--- src/rtl/dgc_pkg.sv ---
// Shared types and constants of the digit glyph coverage raster.
package dgc_pkg;

  // Squared distance and root widths (subpixel grid up to 254 x 510)
  localparam int SQ_W  = 20;
  localparam int RT_W  = SQ_W / 2;
  // Signed subpixel coordinate and offset width
  localparam int CRD_W = 11;
  localparam int RAD_W = 7;
  localparam int DST_W = RT_W + 1;

  localparam logic [7:0] CHAR_ZERO  = 8'h30;
  localparam logic [7:0] CHAR_NINE  = 8'h39;
  localparam logic [7:0] CHAR_COLON = 8'h3A;

  localparam logic [5:0] COLON_W_RESET = 6'd20;

  // Coverage ramp limits in subpixels
  localparam logic [DST_W-1:0] FULL_DIGIT = DST_W'(4);
  localparam logic [DST_W-1:0] EDGE_DIGIT = DST_W'(8);
  localparam logic [DST_W-1:0] FULL_COLON = DST_W'(8);
  localparam logic [DST_W-1:0] EDGE_COLON = DST_W'(12);
  localparam logic [DST_W-1:0] DIST_FAR   = '1;
  localparam logic [7:0]       COV_MAX    = 8'd255;

  // Offset from a skeleton point to the pixel center
  typedef struct packed {
    logic signed [CRD_W-1:0] dx;
    logic signed [CRD_W-1:0] dy;
  } vec_t;

  // Per-request stroke selection that rides along with the distances
  typedef struct packed {
    logic             hit_seg;
    logic             hit_ring;
    logic             colon;
    logic [RAD_W-1:0] rad;
  } side_t;

endpackage

--- src/rtl/dgc_root.sv ---
// Pipelined floor square root of the segment and ring squared distances.
module dgc_root import dgc_pkg::*; (
  input  logic            clk,
  input  logic            rst_n,
  input  logic            in_valid,
  output logic            in_stall,
  input  logic [SQ_W-1:0] a_sq,
  input  logic [SQ_W-1:0] b_sq,
  input  side_t           in_side,
  output logic            out_valid,
  input  logic            out_stall,
  output logic [RT_W-1:0] a_rt,
  output logic [RT_W-1:0] b_rt,
  output side_t           out_side
);

  // two result bits per stage
  localparam int NST = RT_W / 2;

  typedef struct packed {
    logic [SQ_W-1:0] v;
    logic [SQ_W:0]   r;
  } rt_t;

  // One digit of the shift-subtract square root
  function automatic rt_t step(input rt_t s, input logic [SQ_W:0] b);
    rt_t         o;
    logic [SQ_W:0] trial;
    o     = s;
    trial = s.r + b;
    if ({1'b0, s.v} >= trial) begin
      o.v = SQ_W'({1'b0, s.v} - trial);
      o.r = (s.r >> 1) + b;
    end else begin
      o.r = s.r >> 1;
    end
    return o;
  endfunction

  logic [NST-1:0] v_r;
  logic [NST-1:0] rdy;
  rt_t            a_in [NST];
  rt_t            b_in [NST];
  rt_t            a_r  [NST];
  rt_t            b_r  [NST];
  side_t          s_in [NST];
  side_t          s_r  [NST];

  // Stage handshake
  always_comb begin
    rdy[NST-1] = !v_r[NST-1] || !out_stall;
    for (int k = NST - 2; k >= 0; k--) begin
      rdy[k] = !v_r[k] || rdy[k+1];
    end
  end

  assign in_stall  = !rdy[0];
  assign out_valid = v_r[NST-1];

  always_ff @(posedge clk) begin
    if (!rst_n) begin
      v_r <= '0;
    end else begin
      if (rdy[0]) begin
        v_r[0] <= in_valid;
      end
      for (int k = 1; k < NST; k++) begin
        if (rdy[k]) begin
          v_r[k] <= v_r[k-1];
        end
      end
    end
  end

  for (genvar g = 0; g < NST; g++) begin : g_stage
    localparam logic [SQ_W:0] BHi = (SQ_W+1)'(1) << (2 * (RT_W - 1 - 2 * g));
    localparam logic [SQ_W:0] BLo = (SQ_W+1)'(1) << (2 * (RT_W - 2 - 2 * g));
    if (g == 0) begin : g_first
      assign a_in[g] = '{v: a_sq, r: '0};
      assign b_in[g] = '{v: b_sq, r: '0};
      assign s_in[g] = in_side;
    end else begin : g_next
      assign a_in[g] = a_r[g-1];
      assign b_in[g] = b_r[g-1];
      assign s_in[g] = s_r[g-1];
    end
    // Advance two digits of both roots
    always_ff @(posedge clk) begin
      if (rdy[g]) begin
        a_r[g] <= step(step(a_in[g], BHi), BLo);
        b_r[g] <= step(step(b_in[g], BHi), BLo);
        s_r[g] <= s_in[g];
      end
    end
  end

  assign a_rt     = a_r[NST-1].r[RT_W-1:0];
  assign b_rt     = b_r[NST-1].r[RT_W-1:0];
  assign out_side = s_r[NST-1];

endmodule

--- config.mk ---
export PLATFORM = sky130hd
export DESIGN_NAME = dgc_root
export DESIGN_NICKNAME = d
export VERILOG_FILES = /design/src/rtl/dgc_pkg.sv /design/src/rtl/dgc_root.sv
export SDC_FILE = /design/constraint.sdc
export NUM_CORES = 1
export LEC_CHECK = 0
export BUFFER_PORTS_ARGS = -buffer_cell sky130_fd_sc_hd__buf_2
export CAP_MARGIN = 20
export CORE_MARGIN = 3
export CORE_UTILIZATION = 55
export CTS_BUF_LIST = sky130_fd_sc_hd__clkbuf_16
export DETAILED_ROUTE_END_ITERATION = 6
export PLACE_DENSITY_LB_ADDON = 0.2
export RECOVER_POWER = 25
export SETUP_SLACK_MARGIN = 0.15
export SLEW_MARGIN = 20
export SYNTH_ARGS = -nofsm -noshare
export SYNTH_HDL_FRONTEND = slang
export SYNTH_SLANG_ARGS = --single-unit
--- constraint.sdc ---
create_clock -name clk -period 6.3 [get_ports clk]
set_clock_uncertainty 0.1 [all_clocks]
set_input_delay 0.315 -clock clk [delete_from_list [all_inputs] [get_ports clk]]
set_output_delay 0.315 -clock clk [all_outputs]
set_load 0.02 [all_outputs]
==> results <==
- The flow ran to the end, and the final reports show no timing, DRC or antenna violations.
- The post-detailed-placement cell area is 16,700 µm².
- The worst pin sits at a relative slew slack of 0.309.
- The starting density of the core is 0.563.
- For the worst flop-to-flop path, the logic depth is 16.
- The first-pass GRT wire length is 53.3 mm.
- The most critical setup path has its startpoint at b_r[0][116].
- The depth of the worst hold-timing path is 2.
- The arrival time at the worst endpoint is 5.66 ns.
- Across all setup checks in the final design, the least slack found is 0.832 ns.
- For hold timing, the worst endpoint is b_r[0][39].
- Walking the worst path, the cells encountered are ha_1 > and4_1 > a311o_1 > or3_1 > or2_1 > nor2_1 > a21oi_1 > ha_1 > a21o_1 > a21o_1 > a221oi_1 > a21boi_1 > o21ai_1 > nor3_2 > inv_2 > mux2_1.
- Synthesis produced 1,419 cells.
- The actual transition at the worst max-transition pin is 1.04 ns.
- For this run the aggregate overflow at the end of global routing stands at 0.
- Of the post-synthesis cell area, the dominant cell type holds 0.512.
- The H-tree level count is 1.
- The critical path runs through a total of 16 cells.
- The placed cell count is 1,869.
- The number of clock buffers inserted by TritonCTS is 29.
- The number of global-route vias before repair is 11,062.
- The final worst-path cycle share is 0.868.
- The commonest cells after synthesis are sky130_fd_sc_hd__edfxtp_1, sky130_fd_sc_hd__ha_1, sky130_fd_sc_hd__nor2_1.
- In this run the static leakage power is 7.51 nW.
- The share of flip-flops with an asynchronous set or reset after synthesis is 0.
- The final number of max-transition violations is 0.
- The dominant delay contributor by cell family on the critical path is compound AO/OA/AOI/OAI gates.
- From bottom edge to top edge, the die measures 176 µm.
- The number of I/O port buffers is 85.
- The placement row count is 61.
- The clock tree from TritonCTS is yes.
- The number of buffers between clock root and the deepest sink is 3.
- The final setup violation count is 0.
- The net count after synthesis is 1,603.
- The path class of the tightest hold or removal check is in2reg.
- The detail-routed via count per cell is 5.62.
- Along the worst path, the maximum fanout reaches 19.
- The violation count after the first detailed-route iteration is 696.
- The post-layout total power is 8.58 mW.
- Timing analysis after detailed placement gives a worst setup slack of 0.893 ns.
- The post-synthesis cell area is 15,800 µm².
- The average routed wire per standard cell is 16.1 µm.
- The most frequent cell after synthesis is sky130_fd_sc_hd__edfxtp_1.
- The biggest area contributor in the post-synthesis netlist is sky130_fd_sc_hd__edfxtp_1.
- The type of element launching the critical path is a flop.
- The smallest hold slack is 0.0433 ns.
- The routed wire length is 31.7 mm.
- The number of antenna violations at the first check in global routing is 1.
- The placeable core area is 28,100 µm².
- In this run the most used layer during global routing was met2.
- The number of iterations in the first detailed-routing pass is 5.
- The final setup TNS is 0 ns.
- The DRC violations left is 0.
- The worst flop-to-flop path endpoint is b_r[0][152].
- The predominant post-synthesis flop cell is sky130_fd_sc_hd__edfxtp_1.
- The proportion of synthesized chip area in sequential cells is 0.519.
- Dividing total power by cell area gives a power density of 476 nW/µm².
- The max-cap violation count is 0.
- Setup repair after global routing left no endpoint under its margin.
- Subtracting the final worst setup slack from the clock period gives 5.47 ns.
- The area enclosed by the die boundary is 30,800 µm².
- The number of buffers and inverters on the critical path is 1.
- Relative to the synthesized area, the layout overhead comes to 13.7%.
- On the worst path, the slowest cell contributes a delay of 0.51 ns.
- By startpoint and endpoint, the worst setup path is classified as reg2reg.
- In the final layout, the share of cells above drive strength 1 is 0.0955.
- The remaining number of nets flagged by the antenna check after routing is 0.
- The data required time at the worst endpoint is 6.49 ns.
- The number of setup buffers added after CTS is 0.
- During synthesis, Yosys emitted a total of 0 warnings.
- In the global route stage, met1 resource usage came out at 0.278.
- For this run, global-route usage on met3 was measured as 0.0253.
- The half-perimeter wire length after placement is 23.1 mm.
- For met2 alone, demand over resource in global routing was 0.358.
- The detailed-route via count is 11,073.
- For flop-to-flop paths, the worst setup slack is 0.83 ns.
- STA classifies the critical path endpoint as a flop.
- The tree built by TritonCTS fans out to 275 sinks.
- For this run, the total global-route usage over all layers was measured as 0.208.
- The worst min-delay path startpoint is b_sq[18].
- IR analysis of the VDD net gives a maximum drop of 268 µV.
- The flip-flop and latch count after synthesis is 275.
- On the critical path, the stage with the largest delay is an instance of sky130_fd_sc_hd__a221oi_1.
- The synthesized netlist contains 80 unique library cells.
- The finished cells cover 18,000 µm².
- The cell at the root of the clock tree is sky130_fd_sc_hd__clkbuf_16.
- Pin placement for this block handled 86 I/O pins.
- At the end of routability-driven placement, the weighted congestion stood at 0.878.
- The largest net degree at the start of global routing is 67.
- The origin of the critical flop-to-flop path is b_r[0][116].
- Once layout is complete, the cells apart from fillers number 1,970.
- After clock tree synthesis, the clock-pin slew on the worst setup and hold paths is 0.06 ns.
- In the post-synthesis netlist, the biggest area contributors are sky130_fd_sc_hd__edfxtp_1, sky130_fd_sc_hd__ha_1, sky130_fd_sc_hd__xnor2_1.
- The average instance area after synthesis is 11.2 µm².
- The number of flops mapped to enable cells by yosys is 270.
- The number of hold violations in the final report is 0.
- Static timing analysis puts the maximum clock frequency at 0.183 GHz.
- The end-of-flow core utilization is 0.641.
- The chip width is 176 µm.
- The net count of the finished layout is 1,752.
- The clock latency reported for the late side of the worst-skew pair is 0.55 ns.
-- cell usage in the layout, fill, tap and decap left out, drive strengths merged, types with 34 or more instances in the layout --
cell type / instances
xnor2: 72
edfxtp: 270
nand3: 38
buf: 65
o21ai: 75
ha: 130
dlygate4sd3: 46
nor2: 115
a21o: 36
nor4: 34
a21oi: 97
clkbuf: 56
inv: 113
xor2: 36
nand2: 100
-- power breakdown --
| group | switching, mW | total (mW) | internal (mW) |
|---|---|---|---|
| clock | 0.685 | 1.56 | 0.877 |
| combinational | 2.31 | 4.14 | 1.83 |
| sequential | 0.278 | 2.87 | 2.59 |
| total | 3.28 | 8.58 | 5.30 |
-- timing repair --
item | 4_1_cts | 5_1_grt
resized for setup | 0 | 0
hold buffers | 46 | 0
endpoints found under the hold margin | 47 | 0
-- metal layers --
metal  vias up  share of wire
li1       5568              -
met1      5161           0.46
met2       269           0.47
met3        75          0.041
met4         0          0.029
met5         -              0
-- how the worst max path moves through the flow --
stage                  endpoint  slack [ns]
floorplan           b_r[0][151]        1.52
global placement    b_r[0][151]        1.03
detailed placement  b_r[0][152]        0.89
CTS                 b_r[0][152]        0.86
global route        b_r[0][152]        0.43
finish              b_r[0][152]        0.83
-- logic make-up (layout without fill, tap and decap cells) --
logic type | count (synthesis) | in the layout | synth area share
and+or+nand+nor | 446 | 446 | 0.147
AOI/OAI and AO/OA | 310 | 310 | 0.124
xor gates and xnor gates | 108 | 108 | 0.0602
other | 0 | 1 | 0
adders and majority gates | 130 | 130 | 0.103
muxes | 25 | 25 | 0.0168
buffers and inverters | 125 | 297 | 0.0310
DFF | 275 | 275 | 0.519
-- registers in the layout (all words and copies together) (netlist names) --
name and count:
s_r 50, b_r 110, a_r 110, v_r 5
-- area by class of cell --
class                           count  area, µm²
Multi-Input combinational cell   1019       7140
Fill cell                        2238      10100
Clock inverter                     25        154
Timing Repair Buffer              138        906
Sequential cell                   275       8210
Clock buffer                       29        726
Antenna cell                        1       2.50
Tap cell                          378        473
Inverter                          105        394
Power figures use the tool's default switching activity.
