[config.mk]
export PLATFORM = sky130hd
export DESIGN_NAME = dgc_shade
export DESIGN_NICKNAME = d
export VERILOG_FILES = /design/src/rtl/dgc_pkg.sv /design/src/rtl/dgc_shade.sv
export SDC_FILE = /design/constraint.sdc
export NUM_CORES = 1
export LEC_CHECK = 0
export BUFFER_PORTS_ARGS = -buffer_cell sky130_fd_sc_hd__buf_4
export CAP_MARGIN = 20
export CORE_ASPECT_RATIO = 1.1
export CORE_MARGIN = 1.5
export CORE_UTILIZATION = 47
export CTS_CLUSTER_DIAMETER = 30
export DETAILED_ROUTE_END_ITERATION = 6
export GPL_TIMING_DRIVEN = 1
export PLACE_DENSITY = 0.77
export SLEW_MARGIN = 40
export SYNTH_ARGS = -nofsm -noshare
export SYNTH_HDL_FRONTEND = slang
export SYNTH_SLANG_ARGS = --single-unit
[constraint.sdc]
create_clock -name clk -period 5.3 [get_ports clk]
set_input_delay 1.06 -clock clk [delete_from_list [all_inputs] [get_ports clk]]
set_output_delay 1.06 -clock clk [all_outputs]
set_load 0.005 [all_outputs]
[src/rtl/dgc_pkg.sv]
// Shared types and constants of the digit glyph coverage raster.
package dgc_pkg;

  // Squared distance and root widths (subpixel grid up to 254 x 510)
  localparam int SQ_W  = 20;
  localparam int RT_W  = SQ_W / 2;
  // Signed subpixel coordinate and offset width
  localparam int CRD_W = 11;
  localparam int RAD_W = 7;
  localparam int DST_W = RT_W + 1;

  localparam logic [7:0] CHAR_ZERO  = 8'h30;
  localparam logic [7:0] CHAR_NINE  = 8'h39;
  localparam logic [7:0] CHAR_COLON = 8'h3A;

  localparam logic [5:0] COLON_W_RESET = 6'd20;

  // Coverage ramp limits in subpixels
  localparam logic [DST_W-1:0] FULL_DIGIT = DST_W'(4);
  localparam logic [DST_W-1:0] EDGE_DIGIT = DST_W'(8);
  localparam logic [DST_W-1:0] FULL_COLON = DST_W'(8);
  localparam logic [DST_W-1:0] EDGE_COLON = DST_W'(12);
  localparam logic [DST_W-1:0] DIST_FAR   = '1;
  localparam logic [7:0]       COV_MAX    = 8'd255;

  // Offset from a skeleton point to the pixel center
  typedef struct packed {
    logic signed [CRD_W-1:0] dx;
    logic signed [CRD_W-1:0] dy;
  } vec_t;

  // Per-request stroke selection that rides along with the distances
  typedef struct packed {
    logic             hit_seg;
    logic             hit_ring;
    logic             colon;
    logic [RAD_W-1:0] rad;
  } side_t;

endpackage

[src/rtl/dgc_shade.sv]
// Output stage: stroke distance to coverage ramp, held in the output register.
module dgc_shade import dgc_pkg::*; (
  input  logic            clk,
  input  logic            rst_n,
  input  logic            in_valid,
  output logic            in_stall,
  input  logic [RT_W-1:0] seg_rt,
  input  logic [RT_W-1:0] ring_rt,
  input  side_t           side,
  output logic            out_valid,
  input  logic            out_stall,
  output logic [7:0]      coverage
);

  logic                    load;
  logic signed [DST_W:0]   rdiff;
  logic [DST_W-1:0]        ring_d, seg_d, near_d;
  logic [DST_W-1:0]        full, edge_lim;
  logic [DST_W-1:0]        gap;
  logic [9:0]              ramp;
  logic [7:0]              cov_nxt;
  logic                    valid_r;
  logic [7:0]              cov_r;

  assign load     = !valid_r || !out_stall;
  assign in_stall = !load;

  // Distance to the ring outline and the nearest stroke
  assign rdiff  = signed'({2'b00, ring_rt}) - signed'({{(DST_W+1-RAD_W){1'b0}}, side.rad});
  assign ring_d = rdiff[DST_W] ? DST_W'(-rdiff) : DST_W'(rdiff);
  assign seg_d  = {1'b0, seg_rt};

  always_comb begin
    near_d = DIST_FAR;
    if (side.hit_seg) begin
      near_d = seg_d;
    end
    if (side.hit_ring && ring_d < near_d) begin
      near_d = ring_d;
    end
  end

  // Map distance to alpha: solid core, four-step linear edge
  assign full     = side.colon ? FULL_COLON : FULL_DIGIT;
  assign edge_lim = side.colon ? EDGE_COLON : EDGE_DIGIT;
  assign gap      = edge_lim - near_d;
  assign ramp     = 10'(gap[1:0]) * 10'(COV_MAX);

  always_comb begin
    if (near_d <= full) begin
      cov_nxt = COV_MAX;
    end else if (near_d <= edge_lim) begin
      cov_nxt = ramp[9:2];
    end else begin
      cov_nxt = 8'd0;
    end
  end

  always_ff @(posedge clk) begin
    if (!rst_n) begin
      valid_r <= 1'b0;
    end else if (load) begin
      valid_r <= in_valid;
    end
  end

  always_ff @(posedge clk) begin
    if (load) begin
      cov_r <= cov_nxt;
    end
  end

  assign out_valid = valid_r;
  assign coverage  = cov_r;

endmodule

==> results of run 1 <==
-- cell families (layout without fill, tap and decap cells) --
group / count (synthesis) / count (layout)
other cells: 1 / 1
simple gates: 63 / 63
compound gates: 47 / 47
mux: 5 / 5
fa+ha+maj: 22 / 22
flops: 4 / 4
xor+xnor: 10 / 10
buf+inv: 26 / 73
-- worst reg2reg max path: cells and delay by family (launching register included) --
kind | cells | cell delay, ps
flip-flops | 1 | 300
AO/OA/AOI/OAI | 1 | 170
AND/OR/NAND/NOR | 1 | 140
buffers and inverters | 1 | 80
-- flip-flops by register name, summed over array words and instances, names as in the netlist --
register	cells
coverage	3
out_valid	1
-- synthesized netlist by cell type (2+ instances only) --
master / number / area (µm²)
xnor2_1: 8 / 70.07
a211oi_1: 2 / 15.01
or2_2: 2 / 12.51
buf_4: 5 / 37.54
clkbuf_8: 2 / 27.53
mux2_2: 3 / 33.78
a21o_1: 4 / 30.03
nand2_1: 11 / 41.29
o211ai_1: 3 / 22.52
nor3_1: 2 / 10.01
inv_1: 17 / 63.81
a21oi_1: 9 / 45.04
nor2b_1: 14 / 87.58
nand2b_1: 6 / 37.54
mux2i_1: 2 / 20.02
o21ai_0: 8 / 40.04
and4_1: 2 / 17.52
nor2_1: 6 / 22.52
edfxtp_1: 3 / 90.09
nand3_1: 5 / 25.02
ha_1: 21 / 262.8
nor4_1: 2 / 12.51
a31oi_1: 4 / 25.02
o2111ai_1: 2 / 17.52
-- report_power, final --
part | internal, mW | switching, mW | total, mW
combinational | 0.104 | 0.101 | 0.205
sequential | 0.0357 | 0.00114 | 0.0368
clock | 0.0284 | 0.0147 | 0.0431
-- routing by layer --
metal	wire length, µm	part of all wire, %	vias to the layer above
li1	-	-	743
met1	1448	49	638
met2	1414	47	33
met3	104	3.5	2
met4	13	0.44	0
met5	0	0	-
-- area by class of cell --
class	instances	area (µm²)	share of cell area (%)
sequential	4	110.1	6.065
inverter	17	63.81	3.515
tap	33	41.29	2.274
timing repair buffer	52	390.4	21.50
clock buffer	4	26.28	1.447
multi-input combinational	148	1184	65.20
-- through the flow --
step / instance area (µm²) / power [mW] / std cells / hold slack, ps / setup slack (ps)
after global placement: 1728 / 0.2281 / 251 / 571.5 / 47.68
after CTS: 1754 / 0.2745 / 255 / 595.0 / 130.9
after detailed placement: 1728 / 0.2284 / 251 / 591.8 / -97.50
after global routing: 1815 / 0.3139 / 258 / 623.8 / -6.295
after floorplan: 1393 / 0.1735 / 178 / 555.2 / 285.6
final: 1815 / 0.2851 / 258 / 579.9 / 229.5
-- repair_timing --
| action | in CTS | in global routing |
|---|---|---|
| buffers inserted | 0 | 3 |
| endpoints found under the setup margin | 0 | 3 |
| gates resized for setup | 0 | 9 |
-- how the worst max path moves through the flow --
stage                                end  cells after the start  slack [ps]  startpoint
4_1_cts        coverage[7]$_SDFFCE_PP1N_                     23         130  ring_rt[0]
5_1_grt        coverage[7]$_SDFFCE_PP1N_                     23          -6  ring_rt[0]
3_5_place_dp   coverage[7]$_SDFFCE_PP1N_                     23        -100  ring_rt[0]
3_3_place_gp   coverage[7]$_SDFFCE_PP1N_                     23          50  ring_rt[0]
6_report       coverage[7]$_SDFFCE_PP1N_                     21         230  ring_rt[0]
2_1_floorplan  coverage[1]$_SDFFCE_PP1N_                     22         290  ring_rt[0]
==> results.sh, run 1 <==
export IMPL_outcome="finished clean"
export IMPL_leakage_nw=0.8930
export IMPL_wire_per_inst_um=11.55
export IMPL_critPathMaxFanout=7
export IMPL_synth_nets=234
export IMPL_die_w_um=54.90
export IMPL_cp_required_ps=5280
export IMPL_grt_max_degree=13
export IMPL_clk_pin_slew_ps=40
export IMPL_grt_total_usage_pct=19.68
export IMPL_hold_viol=0
export IMPL_netlist_area_mm2=0.001393
export IMPL_synth_edf_count=3
export IMPL_period_needed_ps=5070
export IMPL_period_share_pct=95.67
export IMPL_synth_adder_area_share_pct=20.31
export IMPL_yosys_warnings=0
export IMPL_diodes=0
export IMPL_cp_data_arrival_time_ps=5050
export IMPL_path_buf_inv=5
export IMPL_areaGrowthSynthToFinish_pct=30.37
export IMPL_ys_types=59
export IMPL_finalSetupViolations=0
export IMPL_synth_cells=178
export IMPL_cts_inserted_buffers=3
export IMPL_cts_root_buf="clkbuf_4"
export IMPL_core_area_mm2=0.002803
export IMPL_grt_pass1_wl_mm=4.988
export IMPL_routed_wl_mm=2.980
export IMPL_finClkSkew_ps=6.134
export IMPL_cp_slowest_cell="fa_2"
export IMPL_hp_start="out_valid$_SDFFE_PN0N_"
export IMPL_synth_seq_cells=4
export IMPL_layout_commonest_cell="buf_4"
export IMPL_grt_pass1_vias=1225
export IMPL_drive_gt1_share_pct=34.22
export IMPL_clockBufferDepth=2
export IMPL_min_path_type="reg2reg"
export IMPL_critPathMaxStageDelay_ps=420
export IMPL_path_cells="buf_4 > inv_1 > ha_2 > inv_1 > fa_2 > a21o_1 > a21oi_4 > o211a_1 > mux2_2 > ha_1 > o21ai_0 > a31oi_1 > o2111ai_1 > a32oi_2 > buf_4 > buf_4 > a21o_1 > ha_1 > or2_2 > nand2_1 > a31oi_1"
export IMPL_initial_core_util_pct=49.69
export IMPL_drv_slew=0
export IMPL_nFillCells=251
export IMPL_yosys_area_share_simple_pct=27.04
export IMPL_cts_hold_buf=0
export IMPL_regToRegSetupSlack_ps=4510
export IMPL_worstReg2RegStart="out_valid$_SDFFE_PN0N_"
export IMPL_die_area_mm2=0.003299
export IMPL_synth_main_ff_cell="edfxtp_1"
export IMPL_crit_type="in2reg"
export IMPL_htree_levels=1
export IMPL_ys_seq_area_share_pct=7.907
export IMPL_async_flop_share_pct=0
export IMPL_use_met2_pct=32.14
export IMPL_crit_top_cell="buf_4"
export IMPL_gp_congestion=0.8177
export IMPL_utilization_pct=64.78
export IMPL_whs_path_depth=1
export IMPL_vias=1416
export IMPL_io_pins=44
export IMPL_max_freq_mhz=197.2
export IMPL_cpLargestDelayFamily="compound AO/OA/AOI/OAI gates"
export IMPL_synth_xor_area_share_pct=6.828
export IMPL_hpwl_mm=2.430
export IMPL_use_met3_pct=1.750
export IMPL_maxCapViolations=0
export IMPL_cts_sinks=4
export IMPL_vias_per_cell=5.488
export IMPL_nets=282
export IMPL_antenna_found_initial=0
export IMPL_clkLatencyLatePin_ps=240
export IMPL_start_kind="primary input"
export IMPL_drt_iter0_drc=32
export IMPL_synth_compound_area_share_pct=23.90
export IMPL_grt_overflow_total=0
export IMPL_setup_tns_ps=0
export IMPL_synth_top_family_by_area="simple AND/OR/NAND/NOR gates"
export IMPL_timing_rr_end="out_valid$_SDFFE_PN0N_"
export IMPL_mostFrequentLayoutCells="52 x buf_4, 20 x ha_1, 17 x inv_1, 13 x nor2b_1, 11 x nand2_1"
export IMPL_cts_tree="yes"
export IMPL_die_y_um=60.09
export IMPL_muxShareOfSynthArea_pct=3.863
export IMPL_cp_end_kind="flop"
export IMPL_drc=0
export IMPL_ir_drop_mv=0.1166
export IMPL_hold_path_end="coverage[6]$_SDFFCE_PP1N_"
export IMPL_drtPass1Iterations=4
export IMPL_top_usage_layer="met2"
export IMPL_syn_area_per_cell_um2=7.824
export IMPL_grtUsageMet1_pct=26.95
export IMPL_power_density_mw_per_mm2=157.1
export IMPL_postRouteAntennaNets=0
export IMPL_rows=20
export IMPL_reg2reg_depth=3
export IMPL_port_buffers=43
Note: power is estimated with default switching activity, not from simulation.
==> run 2, diff against run 1 <==
BUFFER_PORTS_ARGS = -buffer_cell sky130_fd_sc_hd__buf_2   (was -buffer_cell sky130_fd_sc_hd__buf_4)
CORE_UTILIZATION = 33   (was 47)
PLACE_DENSITY = default   (was 0.77)
RECOVER_POWER = 100   (was default)
==> results.sh, run 2 (same netlist as run 1, synthesis figures left out) <==
export IMPL_max_freq_mhz=197.5
export IMPL_wire_per_inst_um=11.11
export IMPL_whs_ps=585.8
export IMPL_drtPass1Iterations=4
export IMPL_areaGrowthSynthToFinish_pct=24.62
export IMPL_rows=24
export IMPL_diodes=0
export IMPL_drc=0
export IMPL_cts_tree="yes"
export IMPL_clkLatencyLatePin_ps=220
export IMPL_drt_iter0_drc=39
export IMPL_dp_slack_ps=-115.3
export IMPL_vias_per_cell=5.029
export IMPL_cp_required_ps=5260
export IMPL_core_area_mm2=0.003994
export IMPL_utilization_pct=43.45
export IMPL_routed_wl_mm=3.077
export IMPL_grt_pass1_wl_mm=5.354
export IMPL_cts_hold_buf=0
export IMPL_initial_core_util_pct=34.87
export IMPL_drive_gt1_share_pct=31.56
export IMPL_grt_pass1_vias=1301
export IMPL_clockBufferDepth=2
export IMPL_antenna_found_initial=0
export IMPL_hold_viol=0
export IMPL_finalSetupViolations=0
export IMPL_grt_max_degree=13
export IMPL_die_area_mm2=0.004619
export IMPL_final_setup_worst_slack_ps=236.9
export IMPL_period_needed_ps=5063
export IMPL_postRouteAntennaNets=0
export IMPL_pwr_share_seq_pct=12.3
export IMPL_hpwl_mm=2.596
export IMPL_cts_inserted_buffers=3
export IMPL_io_pins=44
export IMPL_p_sw_uw=117.3
export IMPL_cts_root_buf="clkbuf_8"
export IMPL_start_kind="primary input"
export IMPL_clkPwrFrac_pct=22.4
export IMPL_grt_overflow_total=0
export IMPL_cp_end_kind="flop"
export IMPL_internal_power_uw=181.0
export IMPL_maxCapViolations=0
export IMPL_regToRegSetupSlack_ps=4520
export IMPL_min_path_type="reg2reg"
export IMPL_critPathMaxFanout=7
export IMPL_grt_total_usage_pct=14.00
export IMPL_switching_share_pct=39.33
export IMPL_ir_drop_mv=0.05110
export IMPL_largest_register_ffs=3
export IMPL_nets=282
export IMPL_nFillCells=419
export IMPL_outcome="finished clean"
export IMPL_power_density_mw_per_mm2=171.9
export IMPL_drv_slew=0
export IMPL_cp_data_arrival_time_ps=5020
export IMPL_layout_commonest_cell="buf_2"
export IMPL_period_share_pct=95.53
export IMPL_port_buffers=43
export IMPL_clk_pin_slew_ps=30
export IMPL_gp_congestion=0.8245
export IMPL_die_y_um=71.13
export IMPL_vias=1393
export IMPL_htree_levels=1
export IMPL_mostFrequentLayoutCells="40 x buf_2, 21 x ha_1, 17 x inv_1, 14 x nor2b_1, 11 x nand2_1"
export IMPL_die_w_um=64.94
export IMPL_crit_type="in2reg"
export IMPL_p_comb_share_pct=65.3
export IMPL_cts_sinks=4
export IMPL_finClkSkew_ps=3.251
export IMPL_leakage_nw=0.8545
export IMPL_p_total_uw=298.3
-- run 2: what timing repair did --
action	in CTS	in global routing
hold endpoints to repair	0	0
buffers inserted	0	1
endpoints found under the setup margin	0	3
gates resized for setup	0	5
-- run 2: worst max-delay path, cell delays in order --
cell and delay, ps:
buf_2 90, inv_1 40, ha_1 160, inv_1 50
fa_1 470, and2b_2 250, nand3_1 70, mux2_2 300
nand4bb_1 210, a21oi_2 210, xnor2_2 150, ha_1 270
nor2b_1 140, o21ai_0 230, a32oi_2 170, buf_4 170
buf_4 150, a21o_1 170, ha_1 180, or2_2 320
nand2b_1 80, a31oi_1 80
-- run 2: per-layer routing --
| metal | vias to the layer above | share of wire [%] | track usage (%) |
|---|---|---|---|
| met1 | 622 | 49 | 18.83 |
| met3 | 2 | 3.3 | 0.9539 |
| li1 | 739 | - | - |
| met5 | - | 0 | 0 |
| met4 | 0 | 0.49 | 4.492 |
| met2 | 30 | 47 | 23.71 |
-- run 2: layout make-up --
type,instances,area (µm²),area share (%)
repair buffers,52,279.0,16.08
flip-flops and latches,4,110.1,6.345
inverters,17,63.81,3.677
clock buffers,4,45.04,2.596
multi-input cells,148,1172,67.56
well taps,52,65.06,3.749
-- run 2: stage by stage --
stage          area, µm²  setup TNS (ps)  std cells
3_5_place_dp        1659          -307.4        272
6_report            1735               0        277
4_1_cts             1704               0        276
3_3_place_gp        1659               0        272
2_1_floorplan       1393               0        178
5_1_grt             1735          -142.4        277
-- run 2: worst paths after layout --
check,start,to,cells past startpoint
max,ring_rt[0],coverage[1]$_SDFFCE_PP1N_,22
min,out_valid$_SDFFE_PN0N_,coverage[6]$_SDFFCE_PP1N_,1
max reg2reg,out_valid$_SDFFE_PN0N_,out_valid$_SDFFE_PN0N_,3
min reg2reg,out_valid$_SDFFE_PN0N_,coverage[6]$_SDFFCE_PP1N_,1
-- run 2: power by group through the flow --
stage	logic (mW)	clock network [mW]	registers, mW
after floorplan	0.136	0	0.0374
after global placement	0.187	0	0.0369
after detailed placement	0.187	0	0.0371
after CTS	0.189	0.0684	0.0367
after global routing	0.221	0.0709	0.0369
final	0.195	0.0670	0.0367
